$ cat config.mk
export PLATFORM = sky130hd
export DESIGN_NAME = mlf_window_flat
export DESIGN_NICKNAME = d
export VERILOG_FILES = /design/src/hdl/mirrored_line_fir_sym_antisym_unit_assert.svh /design/src/hdl/mlf_pkg.sv /design/src/hdl/mlf_stream_if.sv /design/src/hdl/mlf_window.sv /design/src/flat_wrapper.sv
export SDC_FILE = /design/constraint.sdc
export NUM_CORES = 1
export LEC_CHECK = 0
export BUFFER_PORTS_ARGS = -buffer_cell sky130_fd_sc_hd__buf_4
export CORE_ASPECT_RATIO = 1.5
export CORE_MARGIN = 1.5
export CORE_UTILIZATION = 40
export DETAILED_ROUTE_END_ITERATION = 16
export PLACE_DENSITY = 0.66
export SLEW_MARGIN = 20
export SYNTH_ARGS = -nofsm -noshare
export SYNTH_HDL_FRONTEND = slang
export SYNTH_SLANG_ARGS = --single-unit
$ cat constraint.sdc
create_clock -name clk -period 6 [get_ports clk]
set_input_delay 1.2 -clock clk [delete_from_list [all_inputs] [get_ports clk]]
set_output_delay 1.2 -clock clk [all_outputs]
set_load 0.005 [all_outputs]
$ cat src/hdl/mirrored_line_fir_sym_antisym_unit_assert.svh
// Assertion macros for the mirrored line filter
`ifndef MIRRORED_LINE_FIR_SYM_ANTISYM_UNIT_ASSERT_SVH
`define MIRRORED_LINE_FIR_SYM_ANTISYM_UNIT_ASSERT_SVH
`ifndef SYNTH
// same-cycle implication, sampled on clk, off during reset
`define MLF_ASSERT_IMP(lbl, ante, cons) \
	lbl: assert property (@(posedge clk) disable iff (!arst_n) (ante) |-> (cons)) \
		else $error("mlf: same-cycle check failed");
// next-cycle implication, sampled on clk, off during reset
`define MLF_ASSERT_NEXT(lbl, ante, cons) \
	lbl: assert property (@(posedge clk) disable iff (!arst_n) (ante) |=> (cons)) \
		else $error("mlf: next-cycle check failed");
`else
`define MLF_ASSERT_IMP(lbl, ante, cons)
`define MLF_ASSERT_NEXT(lbl, ante, cons)
`endif
`endif

$ cat src/hdl/mlf_pkg.sv
// Shared types and constants of the mirrored line filter
package mlf_pkg;

	// coefficient field width (signed Q1.x)
	localparam int COEF_W = 16;

	// configuration port geometry
	localparam int APB_AW = 5;
	localparam int APB_DW = 64;

	// register reset values
	localparam logic [APB_DW-1:0] COEF_LOW_RST  = 64'd16384;
	localparam logic [APB_DW-1:0] COEF_HIGH_RST = 64'd0;
	localparam logic [2:0]        RADIUS_RST    = 3'd1;

	// register indexes
	typedef enum logic [1:0] {
		REG_COEF_LOW  = 2'd0,
		REG_COEF_HIGH = 2'd1,
		REG_RADIUS    = 2'd2,
		REG_ANTISYM   = 2'd3
	} reg_idx_t;

	// flags that ride along with a job through the datapath
	typedef struct packed {
		logic last;
		logic line_short;
	} job_flags_t;

endpackage

$ cat src/hdl/mlf_stream_if.sv
// Stream interfaces for sample items and result items
interface mlf_in_if #(
	parameter int SAMPLE_WIDTH = 16
);
	logic                           valid;
	logic                           ready;
	logic signed [SAMPLE_WIDTH-1:0] sample;
	logic                           last_in_line;

	modport source (output valid, output sample, output last_in_line, input ready);
	modport sink (input valid, input sample, input last_in_line, output ready);
endinterface


$ cat src/hdl/mlf_window.sv
// Sample window, line counter and output-position sequencer
module mlf_window import mlf_pkg::*; #(
	parameter int MAX_RADIUS   = 7,
	parameter int SAMPLE_WIDTH = 16,
	localparam int WIN   = 2 * MAX_RADIUS + 1,
	localparam int M_W   = $clog2(MAX_RADIUS + 1),
	localparam int CNT_W = $clog2(WIN + 1)
) (
	input  logic                           clk,
	input  logic                           arst_n,
	mlf_in_if.sink                         samples,
	input  logic [M_W-1:0]                 rad,
	output logic signed [SAMPLE_WIDTH-1:0] win [WIN],
	output logic                           job_vld,
	input  logic                           job_rdy,
	output logic [M_W-1:0]                 job_m,
	output logic [CNT_W-1:0]               job_c,
	output job_flags_t                     job_flags
);

	logic signed [SAMPLE_WIDTH-1:0] win_q [WIN];
	logic [CNT_W-1:0] seen_q;
	logic             job_vld_q;
	logic [M_W-1:0]   job_m_q;
	logic [CNT_W-1:0] job_c_q;
	logic             job_flush_q;
	logic             job_short_q;
	logic             take;
	logic             more_flush;
	logic [CNT_W-1:0] c_new;
	logic [CNT_W-1:0] cm1;
	logic [CNT_W-1:0] rad_c;
	logic [M_W-1:0]   m_flush;

	// a line end drains one position per cycle while the fetch stage is ready; input waits until the last one
	assign more_flush    = job_flush_q && (job_m_q != '0);
	assign samples.ready = !job_vld_q || (job_rdy && !more_flush);
	assign take          = samples.valid && samples.ready;

	// count of held samples after this one, saturating at the window depth
	assign c_new   = (seen_q == CNT_W'(WIN)) ? seen_q : seen_q + CNT_W'(1);
	assign cm1     = c_new - CNT_W'(1);
	assign rad_c   = CNT_W'(rad);
	assign m_flush = (cm1 < rad_c) ? cm1[M_W-1:0] : rad;

	// window shift, newest first
	always_ff @(posedge clk) begin
		if (take) begin
			win_q[0] <= samples.sample;
			for (int i = 1; i < WIN; i++) begin
				win_q[i] <= win_q[i-1];
			end
		end
	end

	// line count and job sequencer
	always_ff @(posedge clk or negedge arst_n) begin
		if (!arst_n) begin
			seen_q      <= '0;
			job_vld_q   <= 1'b0;
			job_m_q     <= '0;
			job_c_q     <= '0;
			job_flush_q <= 1'b0;
			job_short_q <= 1'b0;
		end else if (take) begin
			seen_q      <= samples.last_in_line ? '0 : c_new;
			job_vld_q   <= samples.last_in_line || (c_new > rad_c);
			job_m_q     <= samples.last_in_line ? m_flush : rad;
			job_c_q     <= c_new;
			job_flush_q <= samples.last_in_line;
			job_short_q <= samples.last_in_line && (c_new < rad_c);
		end else if (job_vld_q && job_rdy) begin
			if (more_flush) begin
				job_m_q <= job_m_q - M_W'(1);
			end else begin
				job_vld_q <= 1'b0;
			end
		end
	end

	assign win                  = win_q;
	assign job_vld              = job_vld_q;
	assign job_m                = job_m_q;
	assign job_c                = job_c_q;
	assign job_flags.last       = job_flush_q && (job_m_q == '0);
	assign job_flags.line_short = job_short_q;

endmodule

$ cat src/flat_wrapper.sv
// flat-port wrapper written by rule: the top's interface ports become plain ports
module mlf_window_flat import mlf_pkg::*;
#(
	parameter int MAX_RADIUS   = 7,
	parameter int SAMPLE_WIDTH = 16,
	localparam int WIN   = 2 * MAX_RADIUS + 1,
	localparam int M_W   = $clog2(MAX_RADIUS + 1),
	localparam int CNT_W = $clog2(WIN + 1)
)
  (clk, arst_n, rad, win, job_vld, job_rdy, job_m, job_c, job_flags, samples_valid, samples_sample, samples_last_in_line, samples_ready);
  mlf_in_if #(.SAMPLE_WIDTH(SAMPLE_WIDTH)) samples_i ();
  input  logic clk;
  input  logic arst_n;
  input  logic [M_W-1:0] rad;
  output logic signed [SAMPLE_WIDTH-1:0] win[WIN];
  output logic job_vld;
  input  logic job_rdy;
  output logic [M_W-1:0] job_m;
  output logic [CNT_W-1:0] job_c;
  output job_flags_t job_flags;
  input wire logic [$bits(samples_i.valid)-1:0] samples_valid;
  input wire logic [$bits(samples_i.sample)-1:0] samples_sample;
  input wire logic [$bits(samples_i.last_in_line)-1:0] samples_last_in_line;
  output wire logic [$bits(samples_i.ready)-1:0] samples_ready;
  assign samples_i.valid = samples_valid;
  assign samples_i.sample = samples_sample;
  assign samples_i.last_in_line = samples_last_in_line;
  assign samples_ready = samples_i.ready;
  mlf_window #(.MAX_RADIUS(MAX_RADIUS), .SAMPLE_WIDTH(SAMPLE_WIDTH)) u_core (.clk(clk), .arst_n(arst_n), .samples(samples_i), .rad(rad), .win(win), .job_vld(job_vld), .job_rdy(job_rdy), .job_m(job_m), .job_c(job_c), .job_flags(job_flags));
endmodule
---- Yosys cells after proc, flatten, opt, wreduce, memory -nomap -nowiden ----
Index checks and enable logic that the tools add are counted.
storage, ports and cells
  bits in registers ....................... 254
  bits in latches ......................... 0
  memory bits (writable) .................. 0
  bits in read-only memories .............. 0
  output and inout port bits .............. 251
  word-level logic and storage cells ...... 55
  memories kept ........................... 0
operators by class
  add/sub/neg operators ................... 3
  $mul .................................... 0
  div/mod/pow operators ................... 0
  order comparisons ....................... 3
  eq/ne operators ......................... 2
  shifts and indexed selects .............. 0
  mux-type cells .......................... 10
  bitwise logic cells ..................... 0
  reduce and logical (&&, ||, !) cells .... 16
operator list
  cell                                                                 count
  3-bit 2-to-1 mux                                                     5
  4-bit by 3-bit less-than comparator with 1-bit output                2
  4-bit 2-to-1 mux                                                     2
  1-bit logical AND                                                    6
  4-bit by 1-bit adder with 4-bit output (second input constant)       1
  4-bit equality test (second input constant)                          1
  4-bit by 3-bit > comparator with 1-bit output                        1
  2-bit AND reduction                                                  2
  2-bit nonzero test                                                   2
  4-bit by 1-bit subtractor with 4-bit output (second input constant)  1
  3-bit zero test                                                      1
  1-bit 2-to-1 mux                                                     3
  3-bit nonzero test                                                   1
  3-bit by 1-bit subtractor with 3-bit output (second input constant)  1
  1-bit zero test                                                      2
  1-bit logical OR                                                     2
  2-bit by 1-bit != test with 1-bit output (second input constant)     1

---- Logic depth before layout (Yosys ltp) ----
  depth after elaboration ................. 8
  mapped depth ............................ 11
  gate-level depth less buffers ........... 10

---- Worst setup path after synthesis ----
Ideal clock, no wire load.
  kind .................................... in2reg
  start ................................... in job_rdy
  end ..................................... reg u_core.seen_q[0]
  library setup time ...................... 0.134 ns
  data arrival time ....................... 4.681 ns
  data required time ...................... 5.866 ns
  path slack .............................. 1.186 ns
  cell stages on the path ................. 5
  buffers on the path ..................... 0
  cell sequence ........................... o21ai_1 > a21o_1 > inv_2 > o21ai_1 > a22o_1
on the way
  word-level cells in the longest chain between the ends .. 3
ends and longest elaborated chain
  element                 line                RTL
  start: declaration      flat_wrapper.sv:17  input logic job_rdy;
  1-bit logical AND       mlf_window.sv:37    assign samples.ready = !job_vld_q || (job_rdy && !more_flush);
  1-bit logical OR        mlf_window.sv:37
  1-bit logical AND       mlf_window.sv:38    assign take = samples.valid && samples.ready;
  named net u_core.take   mlf_window.sv:28    logic take;
  end signal: assignment  mlf_window.sv:66    seen_q <= samples.last_in_line ? '0 : c_new;
  end: declaration        mlf_window.sv:22    logic [CNT_W-1:0] seen_q;
The timed path passes the listed nets, and every way through them passes these cells.
A chain may end at the register's enable or synchronous reset.

---- Worst setup path in the final report ----
  start ................................... reg u_core.job_m_q[0] (netlist: u_core.job_m[0])
  end ..................................... reg u_core.win_q, in the netlist u_core.win[67], enable pin
on the way
  word-level cells in the longest chain between the ends .. 6
ends and longest elaborated chain
  element                         line              RTL
  start: declaration              mlf_window.sv:24  logic [M_W-1:0] job_m_q;
  start signal: assignment        mlf_window.sv:68  job_m_q <= samples.last_in_line ? m_flush : rad;
  start signal: assignment        mlf_window.sv:74  job_m_q <= job_m_q - M_W'(1);
  3-bit nonzero test              mlf_window.sv:36  assign more_flush = job_flush_q && (job_m_q != '0);
  1-bit logical AND               mlf_window.sv:36
  1-bit zero test                 mlf_window.sv:37
  1-bit logical AND               mlf_window.sv:37
  1-bit logical OR                mlf_window.sv:37
  1-bit logical AND               mlf_window.sv:38
  named net u_core.take           mlf_window.sv:28
  end signal: indexed assignment  mlf_window.sv:51  win_q[i] <= win_q[i-1];
  end: declaration                mlf_window.sv:21  logic signed [SAMPLE_WIDTH-1:0] win_q [WIN];
The timed path passes the listed nets, and every way through them passes these cells.

==> summary.txt <==
Finish
  • Fin area: between 10000 and 15000 µm²
  • Antenna Cells: 0
  • Final Util: a little under three fifths
  • Synth-to-Final Area Change: 38.4%
  • Share of post-route cells with drive strength above 1: between 40% and 50%
  • Commonest non-fill, non-tap cell in the layout: buf_4
  • Most frequent cells in the layout: buf_4 (276), edfxtp_1 (240), clkbuf_16 (25), nand2_1 (16), dfrtp_1 (14)
  • Nets: between 600 and 700

Clocking
  • Clock Tree Buf Depth: 3
  • Reg clk slew, reported paths: 0.06 ns
  • Clk root buf: clkbuf_16
  • Post-CTS Setup Inserts: 0
  • Post-CTS sizing: 0
  • TritonCTS Sinks: roughly 250
  • Clk_lat worst skew: 0.52 ns
  • TritonCTS clock tree: built
  • CTS buffer count: 25
  • H-tree depth: 1
  • Hold buffer count at CTS: 0

Pwr
  • Power per cell area: 475 nW/µm²
  • Worst vdd ir: around 0.28 mV
  • Leakage: about 4.5 nW
  • Tot Pwr: between 5 and 6 mW

Yosys
  • Post-Synthesis Cell Area: approximately 8400 µm²
  • YS warnings: 0
  • Syn nets: 400
  • Synth Area in Simple Gates: 3.07%
  • Adder-cell share of the synthesized area: 0.899%
  • Syn_area_per_cell: between 20 and 25 µm²
  • Synth Area in Compound Gates: 3.62%
  • Mux cell area share after synthesis: 0.180%
  • Post-synthesis cell type count: between 40 and 50
  • Main combinational cell family by area after synthesis: compound AO/OA/AOI/OAI gates
  • Seq/Total Area, Yosys: 90.5%
  • Post-Synth XOR/XNOR Area: 0.719%
  • Yosys reg bits: approximately 250
  • Syn Inst Count: 370

Critical path
  • Startpoint types: flip-flop
  • Worst Setup SP: u_core.job_m[0]
  • Reg-to-Reg Start: u_core.job_m[0]
  • Setup CP Type: reg -> reg
  • Critical Path Sink Type: flip-flop
  • Critical path peak fanout: ~150
  • Worst EP arrival: between 3 and 4 ns
  • Critical path data required time: 6.14 ns

Hold path
  • Hold Path Class: reg -> reg
  • HP Start: u_core.win[139]

Global routing
  • Pin count of the biggest net entering global routing: about 150
  • Vias in the first global route: about 4500
  • Initial antenna violation count: 0
  • Gr ovfl total: 0
  • Global-route wire length before repair: ~25000 µm
  • GRT Total Usage: around 15%

Placement
  • # port buffers: approximately 270
  • RePlAce Congestion: roughly 0.85
  • Hpwl dp: ~12000 µm
  • Placed cell areas: roughly 11000 µm²

Detailed routing
  • Drt drc: 0
  • DR WL/cell: between 15 and 20 µm
  • Iteration-0 DRC Markers: ~290
  • DRT Wirelength: around 17000 µm
  • Drt pass-1 iters: 4
  • Via count: ~4500
  • ANT nets after route: 0
  • Detailed-route vias per instance: approximately 4.7

STA
  • Final critical-path share of the clock period: a little under three fifths
  • Final Hold Violating Endpoints: 0
  • Fin crit period: around 3.4 ns
  • Fin. max-slew vios: 0
  • Final Skew: 0.0142 ns
  • Max-slew headroom: between 30% and 40%
  • RSZ-0062 raised after global routing: false
  • Fmax: between 200 and 300 MHz
  • TNS Setup: 0 ns
  • Final setup violation count: 0
  • Worst-margin pin slew: between 1 and 1.5 ns

Die
  • IO Count: 275
  • Die height: 180 µm
  • Die Span X: 121 µm
  • Die area: 21800 µm²
  • FP Rows: 64
  • Core ar.: between 20000 and 25000 µm²
  • Starting density of the core: roughly two fifths

Job
  • Maxcap violations: 0

Outcome
  • Status: finished, final reports clean
==> critical path, cell delays in order, from the launching register on <==
cell,delay (ns)
dfrtp_1,0.40
inv_1,0.12
ha_1,0.19
nor2b_1,0.19
o21ai_1,0.13
a21o_1,0.41
inv_8,0.77
buf_4,0.66
==> Yosys cell counts (all sizes together) <==
| library cell | number | area share, % |
|---|---|---|
| a211oi | 1 | 0.090 |
| a21boi | 1 | 0.22 |
| a21o | 3 | 0.27 |
| a21oi | 5 | 0.30 |
| a221o | 1 | 0.12 |
| a221oi | 4 | 0.64 |
| a22o | 1 | 0.10 |
| a22oi | 2 | 0.18 |
| a31o | 1 | 0.10 |
| a31oi | 1 | 0.075 |
| and2 | 1 | 0.075 |
| and3 | 2 | 0.21 |
| and4 | 1 | 0.10 |
| buf | 6 | 0.55 |
| clkbuf | 2 | 0.090 |
| dfrtp | 14 | 4.2 |
| edfxtp | 240 | 86 |
| ha | 6 | 0.90 |
| inv | 9 | 0.40 |
| mux2 | 1 | 0.18 |
| nand2 | 16 | 0.72 |
| nand2b | 3 | 0.22 |
| nand3 | 4 | 0.45 |
| nand3b | 1 | 0.090 |
| nand4 | 3 | 0.22 |
| nand4b | 1 | 0.10 |
| nor2 | 4 | 0.18 |
| nor2b | 3 | 0.22 |
| nor3 | 4 | 0.24 |
| nor4 | 1 | 0.15 |
| o21ai | 15 | 0.90 |
| o21bai | 1 | 0.090 |
| o31ai | 4 | 0.42 |
| o32ai | 1 | 0.10 |
| or2 | 1 | 0.075 |
| xnor2 | 6 | 0.72 |
==> power by group <==
| part | total [mW] | switching, mW | internal [mW] |
|---|---|---|---|
| clock network | 1.60 | 0.623 | 0.980 |
| registers | 2.76 | 0.240 | 2.52 |
| logic | 1.13 | 0.565 | 0.565 |
| total | 5.50 | 1.43 | 4.07 |
==> final timing paths <==
check / end / slack, ns / cells after the start
worst min register to register: u_core.win[123] / 0.45 / 0
worst min-delay path: u_core.win[123] / 0.45 / 0
worst max-delay path: u_core.win[67] / 2.63 / 7
min in group asynchronous: u_core.job_c[3] / 0.52 / 1
worst max register to register: u_core.win[67] / 2.63 / 7
max in group asynchronous: u_core.seen_q[2] / 5.30 / 1
==> stage by stage <==
stage / hold slack, ns / instances / setup WS (ns)
after CTS: 0.451 / 947 / 2.66
after global routing: 0.459 / 947 / 2.32
after floorplan: 0.452 / 370 / 1.19
after global placement: 0.434 / 902 / 2.35
final: 0.449 / 947 / 2.63
after detailed placement: 0.433 / 902 / 2.22
==> logic make-up after synthesis <==
family | count (synthesis)
buf+inv | 17
fa+ha+maj | 6
flops | 254
mux | 1
compound gates | 41
xor+xnor | 6
simple gates | 45
==> area by class of cell <==
type                            count  area [µm²]
Clock buffer                       29         641
Timing Repair Buffer              276        2070
Tap cell                          264         330
Fill cell                        1593        8860
Multi-Input combinational cell     99         709
Inverter                            9        41.3
Sequential cell                   254        7560
Clock inverter                     16         208
==> flip-flops by register name, summed over array words and instances, names as in the netlist <==
name                flops
u_core.seen_q           4
u_core.job_flush_q      1
u_core.job_m            3
u_core.job_c            4
u_core.win            240
u_core.job_short_q      1
u_core.job_vld          1
==> routing by layer <==
| metal | part of all wire (%) | track usage (%) |
|---|---|---|
| met4 | 2.6 | 4.94 |
| met3 | 9.6 | 4.82 |
| met2 | 51 | 25.4 |
| met5 | 0 | 0 |
| met1 | 37 | 17.8 |
No activity file was read; power rests on OpenSTA's default activity.
