<file path="config.mk">
export PLATFORM = sky130hd
export DESIGN_NAME = mlf_cfg_regs
export DESIGN_NICKNAME = d
export VERILOG_FILES = /design/src/hdl/mirrored_line_fir_sym_antisym_unit_assert.svh /design/src/hdl/mlf_pkg.sv /design/src/hdl/mlf_cfg_regs.sv
export SDC_FILE = /design/constraint.sdc
export NUM_CORES = 1
export LEC_CHECK = 0
export ABC_CLOCK_PERIOD_IN_PS = 1300
export BUFFER_PORTS_ARGS = -buffer_cell sky130_fd_sc_hd__buf_4
export CORE_ASPECT_RATIO = 1.25
export CORE_MARGIN = 1
export CORE_UTILIZATION = 49
export CTS_BUF_LIST = sky130_fd_sc_hd__clkbuf_8
export CTS_CLUSTER_DIAMETER = 40
export DETAILED_ROUTE_END_ITERATION = 8
export PLACE_DENSITY = 0.93
export SKIP_LAST_GASP = 1
export SYNTH_ARGS = -nofsm -noshare
export SYNTH_HDL_FRONTEND = slang
export SYNTH_SLANG_ARGS = --single-unit
</file>
<file path="constraint.sdc">
create_clock -name clk -period 1.3 [get_ports clk]
set_clock_uncertainty 0.2 [all_clocks]
set_input_delay 0 -clock clk [delete_from_list [all_inputs] [get_ports clk]]
set_output_delay 0 -clock clk [all_outputs]
set_load 0.005 [all_outputs]
</file>
<file path="src/hdl/mirrored_line_fir_sym_antisym_unit_assert.svh">
// Assertion macros for the mirrored line filter
`ifndef MIRRORED_LINE_FIR_SYM_ANTISYM_UNIT_ASSERT_SVH
`define MIRRORED_LINE_FIR_SYM_ANTISYM_UNIT_ASSERT_SVH
`ifndef SYNTH
// same-cycle implication, sampled on clk, off during reset
`define MLF_ASSERT_IMP(lbl, ante, cons) \
	lbl: assert property (@(posedge clk) disable iff (!arst_n) (ante) |-> (cons)) \
		else $error("mlf: same-cycle check failed");
// next-cycle implication, sampled on clk, off during reset
`define MLF_ASSERT_NEXT(lbl, ante, cons) \
	lbl: assert property (@(posedge clk) disable iff (!arst_n) (ante) |=> (cons)) \
		else $error("mlf: next-cycle check failed");
`else
`define MLF_ASSERT_IMP(lbl, ante, cons)
`define MLF_ASSERT_NEXT(lbl, ante, cons)
`endif
`endif

</file>
<file path="src/hdl/mlf_pkg.sv">
// Shared types and constants of the mirrored line filter
package mlf_pkg;

	// coefficient field width (signed Q1.x)
	localparam int COEF_W = 16;

	// configuration port geometry
	localparam int APB_AW = 5;
	localparam int APB_DW = 64;

	// register reset values
	localparam logic [APB_DW-1:0] COEF_LOW_RST  = 64'd16384;
	localparam logic [APB_DW-1:0] COEF_HIGH_RST = 64'd0;
	localparam logic [2:0]        RADIUS_RST    = 3'd1;

	// register indexes
	typedef enum logic [1:0] {
		REG_COEF_LOW  = 2'd0,
		REG_COEF_HIGH = 2'd1,
		REG_RADIUS    = 2'd2,
		REG_ANTISYM   = 2'd3
	} reg_idx_t;

	// flags that ride along with a job through the datapath
	typedef struct packed {
		logic last;
		logic line_short;
	} job_flags_t;

endpackage

</file>
<file path="src/hdl/mlf_cfg_regs.sv">
// APB register file: coefficients, radius and mode
module mlf_cfg_regs import mlf_pkg::*; #(
	parameter int MAX_RADIUS = 7,
	localparam int M_W = $clog2(MAX_RADIUS + 1)
) (
	input  logic                     clk,
	input  logic                     arst_n,
	input  logic                     psel,
	input  logic                     penable,
	input  logic                     pwrite,
	input  logic [APB_AW-1:0]        paddr,
	input  logic [APB_DW-1:0]        pwdata,
	output logic [APB_DW-1:0]        prdata,
	output logic                     pready,
	output logic signed [COEF_W-1:0] coef [MAX_RADIUS+1],
	output logic [M_W-1:0]           rad,
	output logic                     antisym
);

	logic [APB_DW-1:0]   coef_low_q;
	logic [APB_DW-1:0]   coef_high_q;
	logic [2:0]          radius_q;
	logic                antisym_q;
	logic                wr_en;
	reg_idx_t            idx;
	logic [2*APB_DW-1:0] coef_all;

	assign pready = 1'b1;
	assign wr_en  = psel && penable && pwrite;
	assign idx    = reg_idx_t'(paddr[4:3]);

	// register writes
	always_ff @(posedge clk or negedge arst_n) begin
		if (!arst_n) begin
			coef_low_q  <= COEF_LOW_RST;
			coef_high_q <= COEF_HIGH_RST;
			radius_q    <= RADIUS_RST;
			antisym_q   <= 1'b0;
		end else if (wr_en) begin
			case (idx)
				REG_COEF_LOW:  coef_low_q  <= pwdata;
				REG_COEF_HIGH: coef_high_q <= pwdata;
				REG_RADIUS:    radius_q    <= pwdata[2:0];
				REG_ANTISYM:   antisym_q   <= pwdata[0];
				default:       coef_low_q  <= coef_low_q;
			endcase
		end
	end

	// read mux
	always_comb begin
		case (idx)
			REG_COEF_LOW:  prdata = coef_low_q;
			REG_COEF_HIGH: prdata = coef_high_q;
			REG_RADIUS:    prdata = APB_DW'(radius_q);
			REG_ANTISYM:   prdata = APB_DW'(antisym_q);
			default:       prdata = '0;
		endcase
	end

	// coefficient unpack, c0 in the lowest bits
	assign coef_all = {coef_high_q, coef_low_q};
	for (genvar p = 0; p <= MAX_RADIUS; p++) begin : g_coef
		assign coef[p] = $signed(coef_all[COEF_W*p +: COEF_W]);
	end

	// radius limited to what the window supports
	assign rad = (radius_q > MAX_RADIUS) ? M_W'(MAX_RADIUS) : M_W'(radius_q);
	assign antisym = antisym_q;

endmodule

</file>
# == Word level (Yosys, flattened, before mapping) ==
# Index checks and enable logic that the tools add are counted.
# Widths: inputs -> output; s select.
# word_totals
regBits,132
input_bits,74
output_inout_bits,197
wordCells,15
# classes
eq_ne,3
n_mux,1
reduce_logical,7
# ops
cell,count
$pmux 64 s4,1
$reduce_and 2->1,4
$eq 2x2->1 const B,2
$eq 2x1->1 const B,1
$logic_and 1x1->1,2
$logic_not 2->1,1

# == Logic depth before layout (Yosys ltp) ==
# Gate-level depths: netlist (run 1).
# logic_depth
word_depth,3
depth_mapped,5
depth_no_buf,3

# == Worst setup path before layout (run 1) ==
# OpenSTA, ideal clock, no wires.
# synth_path
path_type,input to register
startpoint,input port paddr[3]
endpoint,register coef_low_q[56]
setup_time_ns,0.125
arrival_time_ns,1.082
required_time_ns,0.975
path_slack_ns,-0.107
path_stages,4
n_path_buf,2
path_cell_list,buf_2 > nor3_4 > buf_6 > mux2_2
# synth_via
elab_chain_len,2
# synth_rtl
element,line_no,rtl
from (decl),mlf_cfg_regs.sv:11,"input logic [APB_AW-1:0] paddr,"
$logic_not 2->1,mlf_cfg_regs.sv:40,case (idx)
$reduce_and 2->1 (no line),--,
to (signal assigned),mlf_cfg_regs.sv:41,REG_COEF_LOW: coef_low_q <= pwdata;
to (signal assigned),mlf_cfg_regs.sv:45,default: coef_low_q <= coef_low_q;
to (decl),mlf_cfg_regs.sv:20,logic [APB_DW-1:0] coef_low_q;
# Every way passes these cells.
# A chain may end at the register's enable or synchronous reset.

# == Final worst setup path (run 1) ==
# layout_path
startpoint,register coef_high_q[0]
endpoint,output port prdata[0]
# layout_via
elab_chain_len,1
# layout_rtl
element,line_no,rtl
from (decl),mlf_cfg_regs.sv:21,logic [APB_DW-1:0] coef_high_q;
from (signal assigned),mlf_cfg_regs.sv:42,REG_COEF_HIGH: coef_high_q <= pwdata;
$pmux 64 s4,mlf_cfg_regs.sv:52,case (idx)
to (decl),mlf_cfg_regs.sv:13,"output logic [APB_DW-1:0] prdata,"
# Every way passes these cells.

==> flow_summary.yaml, run 1 <==
clock_network:
  cts_root_buffer: "clkbuf_8"
  path_clk_slew_ns: 0.09
  cts_made_buffers: 17
  clkLatencyLatePin_ns: 0.45
  cts_tree: "yes"
  postCtsHoldBufs: 66
  clockBufferDepth: 2
  clock-sinks: 132
  h-tree-depth: 4
placed_design:
  port-buffer-count: 266
  dp_hpwl_microns: 11990
  post-place-ws_ns: -0.2526
  placedCellCount: 843
  routabilityCongestion: 0.8962
sta:
  min_period_over_period_pct: 141.8
  finalCriticalPeriod_ns: 1.843
  hold_viol_final: 23
  setup_ws_ns: -0.5432
  fmax_ghz: 0.5425
  finalSetupViolCount: 167
  rsz0062_at_grt: "true"
  fin_hold_ws_ns: -0.1755
  slew_violations: 0
logic_synthesis:
  syn_area_per_cell_sq_um: 13.87
  synth_top_area_share_pct: 54.55
  synth_cell_type_count: 19
  yosysTopAreaCell: "dfrtp_1"
  yosysWarnings: 0
  synth-seq-cells: 132
  netlist_instances: 430
  synth_area_sq_um: 5963
  synth_fp_nets: 504
  synth.area.top_cells: "dfrtp_1, mux2_2, mux2i_1, nor2_1, buf_6"
  synth-seq-area-share_pct: 55.43
critical_path:
  r2r_slack_ns: -0.07
  ff2ff_path_depth: 3
  worstSetupStartpointType: "register"
  worstPathRequired_ns: 1.10
  cp-end-kind: "output port"
  r2r-end: "coef_low_q[11]$_DFFE_PN0P_"
  worst_ep_arrival_time_ns: 1.64
  critPathKind: "reg -> out"
  r2r_start: "coef_low_q[11]$_DFFE_PN0P_"
  path_max_fanout: 2
drt:
  drtIter0Drc: 515
  viasPerCell: 6.094
  drt_first_pass_iters: 6
  drc: 0
  routed_wl_microns: 33100
  wl_per_cell_microns: 29.98
  ant_nets: 0
  vias: 6728
floorplanning:
  core_area_sq_um: 11730
  num_rows: 44
  fp.dieW_microns: 100.7
  dieArea_sq_um: 12620
  die_y_microns: 125.3
  io_pins: 271
  start_util_pct: 50.85
grt:
  grt_first_pass_wirelength_microns: 35690
  grt_pass1_vias: 6493
  grt-ovfl-total: 0
  grt_antenna_before_repair: 2
  grt_max_degree: 48
  track_usage_pct: 38.05
status:
  violations: "hold timing, setup timing"
  status: "finished, violations left"
cells_and_area:
  num-nets-final: 1000
  drive_gt1_share_pct: 65.50
  fin_cells: 1104
  syn_to_final_growth_pct: 89.68
  mostFrequentLayoutCell: "buf_4"
  layout_common_cells: "buf_4, buf_6, dfrtp_1"
pwr:
  ir_drop_uv: 1139
  power_density_nw_per_um2: 1637
  cellLeakagePower_nw: 5.641
worst_hold_path:
  min_path_type: "in -> async"
job:
  cap_violations: 0
==> final cells by class <==
cell class / count / area [sq um]
Timing Repair Buffer: 506 / 4810
Sequential cell: 132 / 3306
Multi-Input combinational cell: 269 / 2531
Fill cell: 211 / 415.4
Clock buffer: 20 / 275.3
Tap cell: 161 / 201.4
Clock inverter: 12 / 177.7
Antenna cell: 4 / 10.01
==> routing by layer <==
metal / part of all wire, % / global-route usage, % / vias to the layer above
met5: 0 / 0 / -
li1: - / - / 2496
met1: 30 / 36.82 / 3233
met3: 10 / 9.838 / 328
met4: 11 / 22.93 / 0
met2: 49 / 70.63 / 671
==> worst max-delay path by stage <==
stage,endpoint,from,slack (ns),depth (start not counted)
after CTS,prdata[0],antisym$_DFFE_PN0P_,-0.35,2
after global routing,prdata[0],coef_high_q[0]$_DFFE_PN0P_,-0.60,2
after detailed placement,coef_high_q[53]$_DFFE_PN0P_,pwrite,-0.25,5
after floorplan,coef_low_q[0]$_DFFE_PN0P_,paddr[3],-0.09,4
final,prdata[0],coef_high_q[0]$_DFFE_PN0P_,-0.54,2
after global placement,coef_high_q[18]$_DFFE_PN0P_,pwrite,-0.22,5
==> worst max-delay path, stage by stage (launching register included) <==
cell and delay (ns):
dfrtp_1 0.48, mux4_2 0.55, buf_6 0.15
==> per-stage QoR <==
step	instance area, sq um	utilization [%]	total power [mW]	TNS (ns)
2_1_floorplan	6040	-	7.392	-4.872
3_3_place_gp	8243	70.29	9.912	-22.97
3_5_place_dp	8243	70.29	10.15	-27.02
4_1_cts	10260	87.54	15.51	-25.63
5_1_grt	11310	96.41	18.92	-22.62
6_report	11310	96.46	18.52	-17.25
==> cells in the mapped netlist <==
| cell | number |
|---|---|
| nor3b_1 | 1 |
| clkbuf_1 | 7 |
| or3b_2 | 1 |
| mux2i_1 | 63 |
| conb_1 | 1 |
| mux2_2 | 127 |
| dfstp_2 | 2 |
| nor2b_1 | 1 |
| dfrtp_1 | 130 |
| buf_4 | 2 |
| buf_6 | 12 |
| mux4_2 | 1 |
| nand3_1 | 1 |
| buf_2 | 8 |
| nand2_1 | 3 |
| nor2_1 | 62 |
| nor3_4 | 1 |
| o21ai_0 | 2 |
| mux2_1 | 5 |
==> cells by family (layout without fill, tap and decap cells) <==
kind of cell           after synthesis  in the layout  synth area share [%]
and+or+nand+nor                     70             70                 4.826
buffers and inverters               29            538                 3.630
other                                1              5               0.06289
DFF                                132            132                 55.43
AOI/OAI and AO/OA                    2              2                0.1679
muxes                              196            196                 35.88
==> where the power goes <==
part / leakage [nW] / switching, mW / internal [mW]
registers: 1.62 / 1.03 / 5.07
logic: 3.81 / 3.20 / 5.04
clock network: 0.217 / 1.93 / 2.25
==> timing repair <==
| item | CTS | global route |
|---|---|---|
| pin swaps | 0 | 4 |
| setup buffers | 120 | 55 |
| setup endpoints to repair | 65 | 252 |
| gates cloned | 0 | 1 |
| hold endpoints to repair | 264 | 23 |
| resized for setup | 4 | 194 |
==> flip-flops by register name, indices dropped and copies added, names as in the netlist <==
signal,cells
antisym,1
coef_high_q,64
coef_low_q,64
rad,3
(Power assumes the default switching activity.)
==> inputs of run 2 (changes only) <==
--- a/config.mk
+++ b/config.mk
@@ -9,11 +9,11 @@
 export BUFFER_PORTS_ARGS = -buffer_cell sky130_fd_sc_hd__buf_4
 export CORE_ASPECT_RATIO = 1.25
 export CORE_MARGIN = 1
-export CORE_UTILIZATION = 49
+export CORE_UTILIZATION = 36
 export CTS_BUF_LIST = sky130_fd_sc_hd__clkbuf_8
 export CTS_CLUSTER_DIAMETER = 40
 export DETAILED_ROUTE_END_ITERATION = 8
-export PLACE_DENSITY = 0.93
+export PLACE_DENSITY = 0.74
 export SKIP_LAST_GASP = 1
 export SYNTH_ARGS = -nofsm -noshare
 export SYNTH_HDL_FRONTEND = slang
==> flow_summary.yaml, run 2 (synthesized netlist as in run 1, its figures left out) <==
status:
  status: "finished, violations left"
  violations: "hold timing, setup timing"
sta:
  setup_ws_ns: -0.3195
  worst_slew_pin_slew_ns: 0.6112
  tns_ns: -7.539
  min_period_over_period_pct: 124.6
  finalCriticalPeriod_ns: 1.619
  rsz0062_at_grt: "true"
  hold_viol_final: 3
  slew_violations: 0
  fin_hold_ws_ns: -0.1553
  finalSetupViolCount: 72
  fmax_ghz: 0.6175
  slew_headroom_pct: 59.25
drt:
  drc: 0
  vias: 5695
  ant_nets: 0
  drt_first_pass_iters: 4
  wl_per_cell_microns: 19.73
  routed_wl_microns: 22690
  drtIter0Drc: 208
  viasPerCell: 4.952
placed_design:
  post-place-ws_ns: -0.2415
  port-buffer-count: 266
  routabilityCongestion: 0.7946
  dp_hpwl_microns: 11840
critical_path:
  path_max_fanout: 2
  slowest_delay_ns: 0.47
  critPathKind: "reg -> out"
  cp-end-kind: "output port"
  crit_cells: 2
  path_delay_family: "multiplexers"
  path_cells: "mux4_2 > buf_6"
  worstPathRequired_ns: 1.10
  ff2ff_path_depth: 3
  worst-path-buf-inv: 1
  worst_ep_arrival_time_ns: 1.42
  cp_slowest_cell: "mux4_2"
  worstSetupStartpointType: "register"
cells_and_area:
  syn_to_final_growth_pct: 92.43
  drive_gt1_share_pct: 64.24
  mostFrequentLayoutCell: "buf_6"
  antennaDiodeCount: 0
  num-nets-final: 995
  fin_util_pct: 70.83
  layout_common_cells: "buf_6, buf_4, dfrtp_1"
  n_fill_cell: 992
  seq_area_sq_um: 3306
  multi_input_area_sq_um: 2521
grt:
  track_usage_pct: 23.74
  grt_first_pass_wirelength_microns: 30390
  grt_antenna_before_repair: 0
  grt_pass1_vias: 6017
  grt-ovfl-total: 0
  grt_max_degree: 57
pwr:
  power_density_nw_per_um2: 1534
  cellLeakagePower_nw: 5.675
  ir_drop_uv: 1166
floorplanning:
  core_area_sq_um: 16200
  dieArea_sq_um: 17090
  die_y_microns: 145.9
  num_rows: 52
  io_pins: 271
  start_util_pct: 36.81
  fp.dieW_microns: 117.1
clock_network:
  cts_root_buffer: "clkbuf_8"
  clkLatencyLatePin_ns: 0.42
  h-tree-depth: 4
  clockBufferDepth: 2
  cts_made_buffers: 17
  path_clk_slew_ns: 0.07
  cts_tree: "yes"
  clock-sinks: 132
  postCtsHoldBufs: 70
worst_hold_path:
  min_path_type: "in -> reg"
  hold_depth: 3
job:
  cap_violations: 0
-- run 2: cell types whose count changed in the layout (fill, tap and decap cells not counted), sizes merged, moves of 3 or more --
cell	previous run	this run
buf	439	431
diode	4	0
dlygate4sd3	65	68
inv	0	3
-- run 2: final timing paths --
path	from	to	slack [ns]
max in group asynchronous	arst_n	coef_low_q[14]$_DFFE_PN1P_	0.06
min in group asynchronous	arst_n	coef_low_q[50]$_DFFE_PN0P_	0.06
hold reg to reg	coef_high_q[52]$_DFFE_PN0P_	coef_high_q[52]$_DFFE_PN0P_	0.34
setup reg to reg	coef_low_q[58]$_DFFE_PN0P_	coef_low_q[58]$_DFFE_PN0P_	0.02
setup / recovery	coef_high_q[0]$_DFFE_PN0P_	prdata[0]	-0.32
hold / removal	paddr[3]	rad[1]$_DFFE_PN0P_	-0.16
-- run 2: what timing repair did --
action	CTS	global route
buffers inserted	121	29
pin swaps	0	4
endpoints found under the hold margin	264	3
setup endpoints to repair	66	320
gates cloned	0	1
gates resized for setup	5	220
-- run 2: tightest hold or removal path, delay by kind of cell --
family	cells	cell delay (ns)
AND/OR/NAND/NOR	1	0.16
multiplexers	1	0.15
buffers and inverters	1	0.13
-- run 2: where the power goes --
part / total [mW] / internal [mW] / switching, mW
Sequential: 5.93 / 5.08 / 0.854
Combinational: 7.50 / 5.03 / 2.46
Clock: 4.18 / 2.52 / 1.65
Total: 17.6 / 12.6 / 4.97
-- run 2: final cells by class --
class                      count  share of cell area (%)
multi-input combinational    269                   21.97
clock buffer                  18                   2.159
sequential                   132                   28.81
clock inverter                14                   2.039
timing repair buffer         501                   42.67
tap                          216                   2.355
-- run 2: per-stage QoR --
stage	power [mW]	instance area, sq um	cells
floorplan	7.392	6040	430
global placement	9.940	8352	905
detailed placement	10.12	8352	905
CTS	15.82	10450	1128
global route	18.39	11470	1150
finish	17.61	11470	1150
-- run 2: routing by layer --
layer  routed length, microns  vias up  global-route usage, %  share of wire [%]
li1                         -     2494                      -                  -
met1                     7688     2848                  23.34                 34
met2                    12650      259                  43.64                 56
met3                     1180       94                  5.706                5.2
met4                     1167        0                  14.49                5.1
met5                        0        -                      0                  0
